### src/hw/rtl/rcsfd_pkg.sv
// ----------------------------------------------------------------------------
// rcsfd_pkg: shared definitions for the serial frame decoder
// Frame geometry, decode constants, controller states and the command and
// status bundles between the controller and the datapath.
// ----------------------------------------------------------------------------
package rcsfd_pkg;

  // Frame geometry
  localparam int FRAME_LEN     = 21;
  localparam int POS_W         = 5;
  localparam int CHANNEL_COUNT = 8;
  localparam int CH_IDX_W      = 3;

  // Fixed byte positions inside the frame
  localparam logic [POS_W-1:0] HDR_POS  = 5'd0;
  localparam logic [POS_W-1:0] TAIL_POS = 5'd19;
  localparam logic [POS_W-1:0] LAST_POS = 5'd20;
  localparam logic [POS_W-1:0] HI_BASE  = 5'd3;
  localparam logic [POS_W-1:0] LO_BASE  = 5'd4;
  localparam logic [POS_W-1:0] NXT_BASE = 5'd5;

  // Decode constants
  localparam logic [7:0]  HEADER_BYTE = 8'hA8;
  localparam logic [15:0] OFFSET_SUB  = 16'd375;

  // Configuration register map
  localparam int          CFG_IDX_W     = 8;
  localparam int          CFG_DATA_W    = 16;
  localparam logic [CFG_IDX_W-1:0] CFG_GAP_LIMIT = 8'd0;
  localparam logic [CFG_IDX_W-1:0] CFG_MID_VALUE = 8'd1;
  localparam logic [15:0] GAP_LIMIT_RST = 16'd5000;
  localparam logic [15:0] MID_VALUE_RST = 16'd1500;

  // Controller states
  typedef enum logic [3:0] {
    ST_IDLE,
    ST_BYTE,
    ST_CHECK,
    ST_HDR,
    ST_TAIL,
    ST_HI,
    ST_LO,
    ST_PICK,
    ST_FINISH
  } state_t;

  // Frame buffer read address select
  typedef enum logic [2:0] {
    SEL_HDR,
    SEL_TAIL,
    SEL_HI,
    SEL_LO,
    SEL_NEXT_HI
  } rd_sel_t;

  // Controller to datapath commands
  typedef struct packed {
    logic    load_item;
    logic    byte_write;
    logic    rd_en;
    rd_sel_t rd_sel;
    logic    chk_hdr;
    logic    chk_tail;
    logic    dec_hi;
    logic    dec_lo;
    logic    pick;
    logic    push;
  } cmd_t;

  // Datapath to controller status
  typedef struct packed {
    logic complete;
    logic frame_ok;
    logic k_last;
    logic out_free;
  } sts_t;

  // Logical to physical channel remap
  function automatic logic [CH_IDX_W-1:0] chan_map(input logic [CH_IDX_W-1:0] ch);
    logic [CH_IDX_W-1:0] m;
    case (ch)
      3'd0:    m = 3'd1;
      3'd1:    m = 3'd2;
      3'd2:    m = 3'd3;
      3'd3:    m = 3'd0;
      3'd4:    m = 3'd4;
      3'd5:    m = 3'd5;
      3'd6:    m = 3'd6;
      3'd7:    m = 3'd7;
      default: m = 3'd0;
    endcase
    return m;
  endfunction

endpackage

### src/hw/rtl/rcsfd_if.sv
// ----------------------------------------------------------------------------
// rcsfd_if: request and result channels of the serial frame decoder
// Valid/ready channels; a transfer happens when valid and ready are both high.
// ----------------------------------------------------------------------------
interface rcsfd_req_if;
  logic        valid;
  logic        ready;
  logic        op;
  logic [7:0]  rx_byte;
  logic [31:0] arrival_time_us;
  logic [7:0]  channel;

  modport source (output valid, op, rx_byte, arrival_time_us, channel, input ready);
  modport sink   (input valid, op, rx_byte, arrival_time_us, channel, output ready);
endinterface

interface rcsfd_rsp_if;
  logic        valid;
  logic        ready;
  logic [15:0] channel_value;
  logic        frame_pending;
  logic        failsafe_clear;
  logic        frame_loaded;

  modport source (output valid, channel_value, frame_pending, failsafe_clear,
                  frame_loaded, input ready);
  modport sink   (input valid, channel_value, frame_pending, failsafe_clear,
                  frame_loaded, output ready);
endinterface

### src/hw/rtl/rcsfd_ctrl.sv
// ----------------------------------------------------------------------------
// rcsfd_ctrl: sequencer of the serial frame decoder
// Steps each request through byte store or frame check, channel decode,
// channel pick and hand-off to the result register.
// ----------------------------------------------------------------------------
module rcsfd_ctrl
  import rcsfd_pkg::*;
(
  input  logic clk,
  input  logic rst,
  input  logic req_valid,
  input  logic req_op,
  output logic ready,
  output cmd_t cmd,
  input  sts_t sts
);

  state_t state;
  state_t state_next;

  // State register
  always_ff @(posedge clk) begin
    if (rst) begin
      state <= ST_IDLE;
    end else begin
      state <= state_next;
    end
  end

  // Next state and commands
  always_comb begin
    state_next = state;
    cmd        = '0;
    cmd.rd_sel = SEL_HDR;
    ready      = 1'b0;
    case (state)
      ST_IDLE: begin
        ready = 1'b1;
        if (req_valid) begin
          cmd.load_item = 1'b1;
          state_next    = req_op ? ST_CHECK : ST_BYTE;
        end
      end
      ST_BYTE: begin
        cmd.byte_write = 1'b1;
        state_next     = ST_FINISH;
      end
      ST_CHECK: begin
        // fetch the header byte only when a frame waits
        if (sts.complete) begin
          cmd.rd_en  = 1'b1;
          cmd.rd_sel = SEL_HDR;
          state_next = ST_HDR;
        end else begin
          state_next = ST_PICK;
        end
      end
      ST_HDR: begin
        cmd.chk_hdr = 1'b1;
        cmd.rd_en   = 1'b1;
        cmd.rd_sel  = SEL_TAIL;
        state_next  = ST_TAIL;
      end
      ST_TAIL: begin
        cmd.chk_tail = 1'b1;
        if (sts.frame_ok) begin
          cmd.rd_en  = 1'b1;
          cmd.rd_sel = SEL_HI;
          state_next = ST_HI;
        end else begin
          state_next = ST_PICK;
        end
      end
      ST_HI: begin
        cmd.dec_hi = 1'b1;
        cmd.rd_en  = 1'b1;
        cmd.rd_sel = SEL_LO;
        state_next = ST_LO;
      end
      ST_LO: begin
        cmd.dec_lo = 1'b1;
        if (sts.k_last) begin
          state_next = ST_PICK;
        end else begin
          cmd.rd_en  = 1'b1;
          cmd.rd_sel = SEL_NEXT_HI;
          state_next = ST_HI;
        end
      end
      ST_PICK: begin
        cmd.pick   = 1'b1;
        state_next = ST_FINISH;
      end
      ST_FINISH: begin
        // hold until the result register can take the result
        if (sts.out_free) begin
          cmd.push   = 1'b1;
          state_next = ST_IDLE;
        end
      end
      default: begin
        state_next = ST_IDLE;
      end
    endcase
  end

  // Decode runs only on a frame that passed both checks
  a_decode_after_check: assert property (@(posedge clk) disable iff (rst)
    (state == ST_TAIL && sts.frame_ok) |=> (state == ST_HI && cmd.dec_hi))
    else $error("decode did not start after a good frame check");

  // The controller is ready again after each hand-off to the result register
  a_push_then_idle: assert property (@(posedge clk) disable iff (rst)
    cmd.push |=> ready)
    else $error("controller not ready after hand-off");

  a_no_accept_busy: assert property (@(posedge clk) disable iff (rst)
    cmd.load_item |=> !ready)
    else $error("request taken while an item is in flight");

endmodule

### src/hw/rtl/rcsfd_dp.sv
// ----------------------------------------------------------------------------
// rcsfd_dp: datapath of the serial frame decoder
// Frame buffer memory, write position and gap timer, channel store with
// decode arithmetic, configuration registers and the result register.
// ----------------------------------------------------------------------------
module rcsfd_dp
  import rcsfd_pkg::*;
(
  input  logic                  clk,
  input  logic                  rst,
  // request payload
  input  logic [7:0]            req_rx_byte,
  input  logic [31:0]           req_arrival_time_us,
  input  logic [7:0]            req_channel,
  // configuration
  input  logic                  cfg_we,
  input  logic [CFG_IDX_W-1:0]  cfg_index,
  input  logic [CFG_DATA_W-1:0] cfg_data,
  // control
  input  cmd_t                  cmd,
  output sts_t                  sts,
  // result register
  output logic                  out_valid,
  input  logic                  out_ready,
  output logic [15:0]           out_channel_value,
  output logic                  out_frame_pending,
  output logic                  out_failsafe_clear,
  output logic                  out_frame_loaded
);

  // Configuration registers
  logic [15:0] gap_limit_us;
  logic [15:0] mid_value;

  // Captured request
  logic [7:0]  it_byte;
  logic [31:0] it_time;
  logic [7:0]  it_channel;

  // Frame state
  logic [7:0]          fbuf [FRAME_LEN];
  logic [7:0]          rd_data;
  logic [POS_W-1:0]    rd_addr;
  logic [POS_W-1:0]    wpos;
  logic [POS_W-1:0]    wpos_eff;
  logic [31:0]         last_arrival;
  logic [31:0]         gap;
  logic                complete;
  logic                hdr_ok;
  logic                frame_ok;
  logic [CH_IDX_W-1:0] k;
  logic [POS_W-1:0]    k2;
  logic [7:0]          hi_byte;
  logic [15:0]         raw;
  logic [18:0]         raw_x5;
  logic [15:0]         dec_val;
  logic [15:0]         chan_store [CHANNEL_COUNT];

  // Result fields before the result register
  logic [15:0] res_value;
  logic        res_pulse;
  logic        res_loaded;

  // Configuration writes; other indexes are dropped
  always_ff @(posedge clk) begin
    if (rst) begin
      gap_limit_us <= GAP_LIMIT_RST;
      mid_value    <= MID_VALUE_RST;
    end else if (cfg_we) begin
      if (cfg_index == CFG_GAP_LIMIT) begin
        gap_limit_us <= cfg_data;
      end
      if (cfg_index == CFG_MID_VALUE) begin
        mid_value <= cfg_data;
      end
    end
  end

  // Capture the request payload
  always_ff @(posedge clk) begin
    if (cmd.load_item) begin
      it_byte    <= req_rx_byte;
      it_time    <= req_arrival_time_us;
      it_channel <= req_channel;
    end
  end

  // Gap test: restart the frame on a long pause, clamp at the last position
  always_comb begin
    gap      = it_time - last_arrival;
    wpos_eff = wpos;
    if (gap > {16'd0, gap_limit_us}) begin
      wpos_eff = '0;
    end
    if (wpos_eff > LAST_POS) begin
      wpos_eff = LAST_POS;
    end
  end

  // Read address for the frame checks and the decode walk
  assign k2 = {1'b0, k, 1'b0};

  always_comb begin
    case (cmd.rd_sel)
      SEL_HDR:     rd_addr = HDR_POS;
      SEL_TAIL:    rd_addr = TAIL_POS;
      SEL_HI:      rd_addr = HI_BASE + k2;
      SEL_LO:      rd_addr = LO_BASE + k2;
      SEL_NEXT_HI: rd_addr = NXT_BASE + k2;
      default:     rd_addr = HDR_POS;
    endcase
  end

  // Frame buffer memory: one write port, one registered read port
  always_ff @(posedge clk) begin
    if (cmd.byte_write) begin
      fbuf[wpos_eff] <= it_byte;
    end
    if (cmd.rd_en) begin
      rd_data <= fbuf[rd_addr];
    end
  end

  // Write position, arrival time and complete flag
  always_ff @(posedge clk) begin
    if (rst) begin
      wpos         <= '0;
      last_arrival <= '0;
      complete     <= 1'b0;
    end else begin
      if (cmd.byte_write) begin
        last_arrival <= it_time;
        if (wpos_eff == LAST_POS) begin
          complete <= 1'b1;
          wpos     <= wpos_eff;
        end else begin
          wpos <= wpos_eff + 5'd1;
        end
      end else if (cmd.chk_tail) begin
        complete <= 1'b0;
      end
    end
  end

  // Frame checks: header byte, then zero tail byte
  assign frame_ok = hdr_ok && (rd_data == 8'd0);

  always_ff @(posedge clk) begin
    if (cmd.chk_hdr) begin
      hdr_ok <= (rd_data == HEADER_BYTE);
    end
    if (cmd.dec_hi) begin
      hi_byte <= rd_data;
    end
  end

  // Channel word decode: floor(5 * raw / 32) - 375
  assign raw     = {hi_byte, rd_data};
  assign raw_x5  = {3'd0, raw} + {1'b0, raw, 2'b00};
  assign dec_val = {2'd0, raw_x5[18:5]} - OFFSET_SUB;

  // Channel index walk
  always_ff @(posedge clk) begin
    if (rst) begin
      k <= '0;
    end else if (cmd.load_item) begin
      k <= '0;
    end else if (cmd.dec_lo) begin
      k <= k + 3'd1;
    end
  end

  // Channel store
  always_ff @(posedge clk) begin
    if (rst) begin
      for (int i = 0; i < CHANNEL_COUNT; i++) begin
        chan_store[i] <= '0;
      end
    end else if (cmd.dec_lo) begin
      chan_store[k] <= dec_val;
    end
  end

  // Result fields
  always_ff @(posedge clk) begin
    if (rst) begin
      res_value  <= '0;
      res_pulse  <= 1'b0;
      res_loaded <= 1'b0;
    end else if (cmd.load_item) begin
      res_value  <= '0;
      res_pulse  <= 1'b0;
      res_loaded <= 1'b0;
    end else begin
      if (cmd.byte_write && wpos_eff == LAST_POS) begin
        res_pulse <= 1'b1;
      end
      if (cmd.dec_lo) begin
        res_loaded <= 1'b1;
      end
      if (cmd.pick) begin
        if (it_channel >= 8'(CHANNEL_COUNT)) begin
          res_value <= mid_value;
        end else begin
          res_value <= chan_store[chan_map(it_channel[CH_IDX_W-1:0])];
        end
      end
    end
  end

  // Result register: load on push, drop on transfer
  always_ff @(posedge clk) begin
    if (rst) begin
      out_valid <= 1'b0;
    end else if (cmd.push) begin
      out_valid <= 1'b1;
    end else if (out_ready) begin
      out_valid <= 1'b0;
    end
  end

  always_ff @(posedge clk) begin
    if (cmd.push) begin
      out_channel_value  <= res_value;
      out_frame_pending  <= complete;
      out_failsafe_clear <= res_pulse;
      out_frame_loaded   <= res_loaded;
    end
  end

  // Status to the controller
  assign sts.complete = complete;
  assign sts.frame_ok = frame_ok;
  assign sts.k_last   = (k == 3'(CHANNEL_COUNT - 1));
  assign sts.out_free = !out_valid || out_ready;

  // A push never overwrites a result still waiting
  a_no_overwrite: assert property (@(posedge clk) disable iff (rst)
    cmd.push |-> (!out_valid || out_ready))
    else $error("result register overwritten");

  // A decoded frame has its complete flag cleared
  a_loaded_clears: assert property (@(posedge clk) disable iff (rst)
    res_loaded |-> !complete)
    else $error("frame loaded while still marked complete");

  // Reads stay inside the frame
  a_rd_in_frame: assert property (@(posedge clk) disable iff (rst)
    cmd.rd_en |-> (rd_addr < POS_W'(FRAME_LEN)))
    else $error("frame buffer read beyond the frame");

  // Position never passes the last byte
  a_wpos_range: assert property (@(posedge clk) disable iff (rst)
    cmd.byte_write |=> (wpos <= LAST_POS))
    else $error("write position beyond the frame");

endmodule

### src/hw/rtl/rc_serial_frame_decoder_unit.sv
// ----------------------------------------------------------------------------
// rc_serial_frame_decoder_unit: receiver byte framer and channel decoder
// Collects timestamped receiver bytes into a 21-byte frame and serves channel
// reads, decoding a pending valid frame into eight channel values first.
//
//   channel   dir  handshake      payload
//   req       in   valid/ready    op, rx_byte, arrival_time_us, channel
//   rsp       out  valid/ready    channel_value, frame_pending,
//                                 failsafe_clear, frame_loaded
//   cfg       in   cfg_we only    cfg_index, cfg_data
//
// Steps: a byte is stored, then pushed to the result register; a read with no
// pending frame is checked, then picks its channel; a read of a pending frame
// also checks header and tail and decodes channels byte by byte through the
// single buffer read port. A new request is taken the cycle after the push.
// Reset: synchronous; gap limit 5000, mid value 1500, channels zero.
// Stalls: the result register holds a result until taken while the next
// request is accepted; that request waits at its end for the register.
// ----------------------------------------------------------------------------
module rc_serial_frame_decoder_unit
  import rcsfd_pkg::*;
(
  input  logic                  clk,
  input  logic                  rst,
  rcsfd_req_if.sink             req,
  rcsfd_rsp_if.source           rsp,
  input  logic                  cfg_we,
  input  logic [CFG_IDX_W-1:0]  cfg_index,
  input  logic [CFG_DATA_W-1:0] cfg_data
);

  cmd_t cmd;
  sts_t sts;

  // Sequencer
  rcsfd_ctrl u_ctrl (
    .clk       (clk),
    .rst       (rst),
    .req_valid (req.valid),
    .req_op    (req.op),
    .ready     (req.ready),
    .cmd       (cmd),
    .sts       (sts)
  );

  // Datapath
  rcsfd_dp u_dp (
    .clk                 (clk),
    .rst                 (rst),
    .req_rx_byte         (req.rx_byte),
    .req_arrival_time_us (req.arrival_time_us),
    .req_channel         (req.channel),
    .cfg_we              (cfg_we),
    .cfg_index           (cfg_index),
    .cfg_data            (cfg_data),
    .cmd                 (cmd),
    .sts                 (sts),
    .out_valid           (rsp.valid),
    .out_ready           (rsp.ready),
    .out_channel_value   (rsp.channel_value),
    .out_frame_pending   (rsp.frame_pending),
    .out_failsafe_clear  (rsp.failsafe_clear),
    .out_frame_loaded    (rsp.frame_loaded)
  );

endmodule

### src/flat_wrapper.sv
// flat-port wrapper written by rule: the top's interface ports become plain ports
module rc_serial_frame_decoder_unit_flat import rcsfd_pkg::*;
  (clk, rst, cfg_we, cfg_index, cfg_data, req_valid, req_op, req_rx_byte, req_arrival_time_us, req_channel, req_ready, rsp_valid, rsp_channel_value, rsp_frame_pending, rsp_failsafe_clear, rsp_frame_loaded, rsp_ready);
  rcsfd_req_if req_i ();
  rcsfd_rsp_if rsp_i ();
  input  logic clk;
  input  logic rst;
  input  logic cfg_we;
  input  logic [CFG_IDX_W-1:0] cfg_index;
  input  logic [CFG_DATA_W-1:0] cfg_data;
  input wire logic [$bits(req_i.valid)-1:0] req_valid;
  input wire logic [$bits(req_i.op)-1:0] req_op;
  input wire logic [$bits(req_i.rx_byte)-1:0] req_rx_byte;
  input wire logic [$bits(req_i.arrival_time_us)-1:0] req_arrival_time_us;
  input wire logic [$bits(req_i.channel)-1:0] req_channel;
  output wire logic [$bits(req_i.ready)-1:0] req_ready;
  output wire logic [$bits(rsp_i.valid)-1:0] rsp_valid;
  output wire logic [$bits(rsp_i.channel_value)-1:0] rsp_channel_value;
  output wire logic [$bits(rsp_i.frame_pending)-1:0] rsp_frame_pending;
  output wire logic [$bits(rsp_i.failsafe_clear)-1:0] rsp_failsafe_clear;
  output wire logic [$bits(rsp_i.frame_loaded)-1:0] rsp_frame_loaded;
  input wire logic [$bits(rsp_i.ready)-1:0] rsp_ready;
  assign req_i.valid = req_valid;
  assign req_i.op = req_op;
  assign req_i.rx_byte = req_rx_byte;
  assign req_i.arrival_time_us = req_arrival_time_us;
  assign req_i.channel = req_channel;
  assign req_ready = req_i.ready;
  assign rsp_valid = rsp_i.valid;
  assign rsp_channel_value = rsp_i.channel_value;
  assign rsp_frame_pending = rsp_i.frame_pending;
  assign rsp_failsafe_clear = rsp_i.failsafe_clear;
  assign rsp_frame_loaded = rsp_i.frame_loaded;
  assign rsp_i.ready = rsp_ready;
  rc_serial_frame_decoder_unit u_core (.clk(clk), .rst(rst), .req(req_i), .rsp(rsp_i), .cfg_we(cfg_we), .cfg_index(cfg_index), .cfg_data(cfg_data));
endmodule
### config.mk
export PLATFORM = sky130hd
export DESIGN_NAME = rc_serial_frame_decoder_unit_flat
export DESIGN_NICKNAME = d
export VERILOG_FILES = /design/src/hw/rtl/rcsfd_pkg.sv /design/src/hw/rtl/rcsfd_if.sv /design/src/hw/rtl/rcsfd_ctrl.sv /design/src/hw/rtl/rcsfd_dp.sv /design/src/hw/rtl/rc_serial_frame_decoder_unit.sv /design/src/flat_wrapper.sv
export SDC_FILE = /design/constraint.sdc
export NUM_CORES = 1
export LEC_CHECK = 0
export BUFFER_PORTS_ARGS = -buffer_cell sky130_fd_sc_hd__buf_2
export CORE_MARGIN = 2
export CORE_UTILIZATION = 55
export DETAILED_ROUTE_END_ITERATION = 12
export PLACE_DENSITY = 0.72
export SYNTH_ARGS = -nofsm -noshare
export SYNTH_HDL_FRONTEND = slang
export SYNTH_SLANG_ARGS = --single-unit
export TNS_END_PERCENT = 10
### constraint.sdc
create_clock -name clk -period 6.9 [get_ports clk]
set_clock_uncertainty 0.05 [all_clocks]
set_input_delay 1.035 -clock clk [delete_from_list [all_inputs] [get_ports clk]]
set_output_delay 1.035 -clock clk [all_outputs]
set_load 0.02 [all_outputs]
== Word-level counts from Yosys, hierarchy flattened ==
Memory sizes are Yosys's and may differ from the RTL's. A register that Yosys moved wholly into a read port is not among the register bits.
Index checks and enable logic that the tools add are counted.

* Add/sub/neg operators: 8
* $mul: 0
* Div/mod/pow operators: 0
* Order comparisons: 3
* Eq/ne operators: 19
* Shifts and indexed selects: 0
* Multiplexer cells: 47
* Bitwise logic cells: 0
* Reduce and logical (&&, ||, !) cells: 16

{| class="wikitable"
|+ Operators with widths
! operator !! count
|-
| 32-bit by 16-bit > comparator with 1-bit output || 1
|-
| 16-bit two-way mux || 2
|-
| 4-bit one-hot mux with 8 select lines || 1
|-
| 32-bit subtractor || 1
|-
| 1-bit two-way mux || 24
|-
| 3-bit two-way mux || 7
|-
| 4-bit two-way mux || 5
|-
| 4-bit one-hot mux with 5 select lines || 1
|-
| 5-bit one-hot mux with 4 select lines || 1
|-
| 16-bit by 18-bit adder with 19-bit output || 1
|-
| 4-bit by 3-bit == test with 1-bit output (second input constant) || 4
|-
| 8-bit zero test || 2
|-
| 16-bit OR reduction || 1
|-
| 5-bit two-way mux || 3
|-
| 14-bit by 9-bit subtractor with 15-bit output (second input constant) || 1
|-
| 3-bit by 4-bit adder with 5-bit output (first input constant) || 2
|-
| 4-bit by 2-bit == test with 1-bit output (second input constant) || 2
|-
| 8-bit by 1-bit == test with 1-bit output (second input constant) || 1
|-
| 8-bit == test (second input constant) || 1
|-
| 8-bit by 4-bit >= comparator with 1-bit output (second input constant) || 1
|-
| 2-bit AND reduction || 4
|-
| 3-bit by 2-bit == test with 1-bit output (second input constant) || 2
|-
| 3-bit == test (second input constant) || 2
|-
| 2-bit two-way mux || 3
|-
| other kinds (16) || 20
|}

* Register bits: 172
* Bits in latches: 0
* RAM bits: 296
* Memory bits (read-only): 24
* Output and inout bits: 21
* Logic and storage cells: 116
* Memories kept: 3

{| class="wikitable"
|+ Memory list
! name !! words !! bits a word !! read ports !! clocked after Yosys merged registers in !! write ports !! RTL line !! source
|-
| u_core.u_dp.fbuf || 21 || 8 || 1 || 1 || 1 || rcsfd_dp.sv:41 || <nowiki>logic [7:0] fbuf [FRAME_LEN];</nowiki>
|-
| u_core.u_dp.chan_store || 8 || 16 || 1 || 0 || 8 || rcsfd_dp.sv:57 || <nowiki>logic [15:0] chan_store [CHANNEL_COUNT];</nowiki>
|-
| (no name shown) || 8 || 3 || 1 || 1 || 0 || rcsfd_pkg.sv:81 || <nowiki>case (ch)</nowiki>
|}

== Longest topological paths before layout ==
* Depth after elaboration: 8
* Gate-level depth with buffers: 24

== By module ==
From an unflattened synthesis, not the netlist that was laid out.

* Cells, all modules: 1,854
* Area, all modules: 22,003.6 µm²

{| class="wikitable"
|+ Modules (own cells, without submodules)
! module !! times used !! cells an instance !! area each (µm²) !! seq. area each (µm²)
|-
| rcsfd_dp || 1 || 1,802 || 21,599.5 || 13,072.5
|-
| rcsfd_ctrl || 1 || 52 || 404.1 || 80.1
|}

== Worst setup path after synthesis ==
Ideal clock, no wire load.

* Path kind: reg-to-reg
* Start point: register u_core.u_dp.it_time[0]
* End point: memory u_core.u_dp.fbuf[13][0] (enable)
* Setup time: 0.370 ns
* Arrival: 4.786 ns
* Slack: 1.694 ns
* Cell stages (with the launch flop): 23
* Buffers on the path: 0
* Clock period less this slack: 5.206 ns
* Cells stage by stage: edfxtp_1 -> inv_1 -> ha_1 -> fa_1 -> nand2b_1 -> a21oi_2 -> o21ai_0 -> and2_1 -> xnor2_1 -> ha_1 -> a21o_1 -> a2111oi_0 -> o21ai_0 -> or2_2 -> o211a_1 -> nor4_1 -> nand4_1 -> nor4b_4 -> nor2b_1 -> and2_1 -> ha_1 -> nand2b_1 -> nor2_1

* Word-level cells in the longest chain between the ends: 5

{| class="wikitable"
|+ RTL lines
! item !! RTL line !! source
|-
| start: declaration || rcsfd_dp.sv:37 || <nowiki>logic [31:0] it_time;</nowiki>
|-
| start signal: assignment || rcsfd_dp.sv:83 || <nowiki>it_time <= req_arrival_time_us;</nowiki>
|-
| 32-bit subtractor (*) || rcsfd_dp.sv:90 || <nowiki>gap = it_time - last_arrival;</nowiki>
|-
| 32-bit by 16-bit > comparator with 1-bit output (*) || rcsfd_dp.sv:92 || <nowiki>if (gap > {16'd0, gap_limit_us}) begin</nowiki>
|-
| 5-bit two-way mux (*) || rcsfd_dp.sv:92 ||
|-
| 5-bit > comparator || rcsfd_dp.sv:95 || <nowiki>if (wpos_eff > LAST_POS) begin</nowiki>
|-
| 5-bit two-way mux (*) || rcsfd_dp.sv:95 ||
|-
| end: declaration || rcsfd_dp.sv:41 ||
|}

Mark *: on every way between the ends. The rest lies on a longest branch, timed or not.

== Final worst setup path ==
* Start point: register u_core.u_dp.it_time[0]
* End point: memory u_core.u_dp.fbuf[14][3] (enable)

The elaborated chain is that of the path after synthesis.

==> impl_metrics.tcl <==
set metrics [dict create \
    fin_crit_sh_pct 91.6 \
    final.setup.tns_ps 0 \
    dp_hpwl_mm 33.8 \
    worst-setup-path-type "flop to flop" \
    clock_sinks 471 \
    p_per_area_nw_per_um2 312 \
    core-area_um2 39700 \
    hold_viol 0 \
    cp.required_ps 7060 \
    insertion_delay_ps 600 \
    ant_nets 0 \
    seq_area_frac_synth_pct 59.3 \
    die_y_um 205 \
    cap_violations 0 \
    finalWirelength_mm 51.9 \
    ys_ff_latch 471 \
    grt_usage_pct 25.0 \
    synthesis.area_um2 22200 \
    final_layout_size_suffix_gt1_share_pct 12.2 \
    relSlewSlack_pct 19.3 \
    power_mw 7.66 \
    cp_cell_sequence "inv_1 -> ha_1 -> fa_1 -> nand2b_1 -> a21oi_2 -> o21ai_0 -> and2_1 -> xnor2_1 -> ha_1 -> a21o_1 -> a2111oi_0 -> o21ai_0 -> or2_2 -> o211a_1 -> nor4_1 -> nand4_1 -> nor4b_4 -> buf_4 -> nor2b_1 -> and2_1 -> ha_1 -> nand2b_1 -> nor2_1" \
    grt_pass1_wl_mm 80.7 \
    h-tree-depth 2 \
    globalplace.congestion 0.924 \
    syn_nets 2069 \
    swShare_pct 29.9 \
    io_pins 99 \
    antenna_found_initial 1 \
    nNetsFinal 2129 \
    status "finished clean" \
    setup_viol 0 \
    syn_avg_cell_area_um2 11.5 \
    tightest_slew_ps 1210 \
    post_drt_wl_per_cell_um 20.4 \
    fin_crit_ps 6320 \
    clk_pin_slew_worst_paths_ps 60 \
    hold_ws_ps 379 \
    firstDrtPassIters 6 \
    ys_types 88 \
    cts_buffers 48 \
    drc 0 \
    synth_edf_count 372 \
    grt_overflow 0 \
    grt_pass1_vias 14711 \
    worst_ep_arrival_time_ps 6480 \
    area_delta_synth_final_pct 10.8 \
    slowest_delay_ps 570 \
    power.switching_mw 2.29 \
    cts_tree "done" \
    io_buffers 98 \
    finalInstanceArea_um2 24600 \
    hold_start "u_core.u_dp.res_loaded$_SDFFE_PP0P_" \
    path_buf_inv 2 \
    async_flop_share_pct 0 \
    placed_area_um2 23000 \
    path_common_cell "ha_1" \
    rows 73 \
    cp_top_family "simple AND/OR/NAND/NOR gates" \
    ir_drop_uv 250 \
    clkPwrFrac_pct 33.2 \
    vias 15124 \
    grt_max_degree 86 \
    hold_buffers 0 \
    max-clock-path-buffers 3 \
    cp-end-kind "flop" \
    routed_via_density 5.95 \
    slew_viol_final 0 \
    leakagePower_nw 8.86 \
    hold_class "flop to flop" \
    pwr-share-comb_pct 22.3 \
    die_w_um 205 \
    yosysWarningCount 0 \
    p_seq_share_pct 44.5 \
    die_area_um2 41900 \
    utilization_pct 61.8 \
    rsz0062_at_grt "no" \
    start_util_pct 55.8 \
    synth-main-ff-cell "edfxtp_1" \
    internal_power_mw 5.37 \
    drt-initial-drc-count 1275 \
    cts_setup_buffers 0 \
    startpoint "u_core.u_dp.it_time[0]$_DFFE_PP_" \
    max_freq_mhz 158 \
    start_kind "flop" \
    cts_resized 0 \
    r2r-start "u_core.u_dp.it_time[0]$_DFFE_PP_" \
    cp_max_fo 14 \
    crit_slowest_cell "nor2_1" \
    cts_root_buf "clkbuf_16" \
    synthCells 1921 \
]
-- metrics by stage --
step,worst slack (ps),instances
floorplan,1690,1921
global route,236,2543
global placement,895,2456
CTS,626,2542
finish,577,2543
detailed placement,709,2456
-- cells in the final DEF (no fill, tap or decap), drive strengths merged, types with 6 or more instances in the layout --
cell / count
a211oi: 52
nor2: 221
o21a: 15
nand2b: 24
nand3: 22
a311oi: 25
o211ai: 24
a2111oi: 6
clkinv: 18
nor4: 6
and2: 44
edfxtp: 372
buf: 110
mux4: 30
clkbuf: 59
nor2b: 12
ha: 69
o21ai: 44
dfxtp: 99
nand2: 247
and3: 16
nor3: 24
nand4: 14
mux2i: 62
a21o: 15
xor2: 15
a31oi: 27
xnor2: 32
a211o: 15
a21oi: 141
inv: 78
-- sequential cells by signal, indices dropped and copies added (netlist names), 3 cells and up, named ones only --
name / flops
u_core.u_dp.fbuf: 168
u_core.u_dp.chan_store: 120
u_core.u_dp.it_time: 32
u_core.u_dp.last_arrival: 32
u_core.u_dp.gap_limit_us: 16
u_core.u_dp.mid_value: 16
u_core.u_dp.out_channel_value: 16
u_core.u_dp.res_value: 16
u_core.u_dp.hi_byte: 8
u_core.u_dp.it_byte: 8
u_core.u_dp.it_channel: 8
u_core.u_dp.rd_data: 8
u_core.u_dp.wpos: 5
u_core.u_ctrl.state: 4
u_core.u_dp.k: 3
-- layer usage --
metal | part of all wire [%] | track usage, % | wire (um)
met1 | 43 | 33.5 | 22200
met3 | 5.6 | 3.53 | 2910
met4 | 2.9 | 8.72 | 1530
met5 | 0 | 0 | 0
met2 | 49 | 41.8 | 25200
-- worst paths after layout --
path	slack [ps]	endpoint	cells past startpoint
max reg2reg	580	u_core.u_dp.fbuf[14][3]$_DFFE_PP_	23
min	380	u_core.u_dp.out_frame_loaded$_DFFE_PP_	0
min reg2reg	380	u_core.u_dp.out_frame_loaded$_DFFE_PP_	0
max	580	u_core.u_dp.fbuf[14][3]$_DFFE_PP_	23
-- cell families after synthesis --
| kind of cell | share of synthesized area (%) |
|---|---|
| buf+inv | 3.17 |
| simple gates | 13.7 |
| compound gates | 12.0 |
| flops | 59.3 |
| mux | 5.95 |
| xor+xnor | 1.89 |
| fa+ha+maj | 3.98 |
-- power groups by stage --
stage,clock network (mW),registers (mW),logic [mW]
3_3_place_gp,0,3.47,1.66
4_1_cts,2.57,3.41,1.70
3_5_place_dp,0,3.47,1.69
5_1_grt,2.68,3.43,1.87
6_report,2.54,3.41,1.71
2_1_floorplan,0,3.37,1.29
-- synth_stat cells, types with 4 or more instances --
master	instances	area (um^2)
nor3_1	21	105
nand4_1	10	62.6
o211ai_1	23	173
a211oi_1	49	368
and3_1	16	100
nor4_1	6	37.5
mux4_2	30	676
o22ai_1	5	31.3
a31oi_1	27	169
mux2i_1	62	621
nand2_1	247	927
o21a_1	15	113
a21oi_1	137	686
edfxtp_1	372	11200
and2_1	43	269
a21oi_2	4	35.0
xor2_1	15	131
buf_2	17	85.1
o21ai_0	34	170
nand2b_1	24	150
ha_1	69	863
inv_1	78	293
nand3_1	22	110
xnor2_1	31	272
o21ai_1	9	45.0
clkbuf_1	70	263
a2111oi_0	4	35.0
nor2_1	221	830
nor4b_1	4	35.0
nor2b_1	12	75.1
dfxtp_1	99	1980
or3_1	5	31.3
a21o_1	15	113
a211o_1	15	131
buf_1	10	37.5
a311oi_1	25	219
-- area by class of cell --
class / instances / area (um^2)
fillers: 3157 / 15200
diodes: 1 / 2.50
clock inverters: 27 / 246
flip-flops and latches: 471 / 13200
clock buffers: 59 / 1280
repair buffers: 110 / 581
multi-input cells: 1272 / 8350
well taps: 525 / 657
inverters: 78 / 293
(Power assumes the default switching activity.)
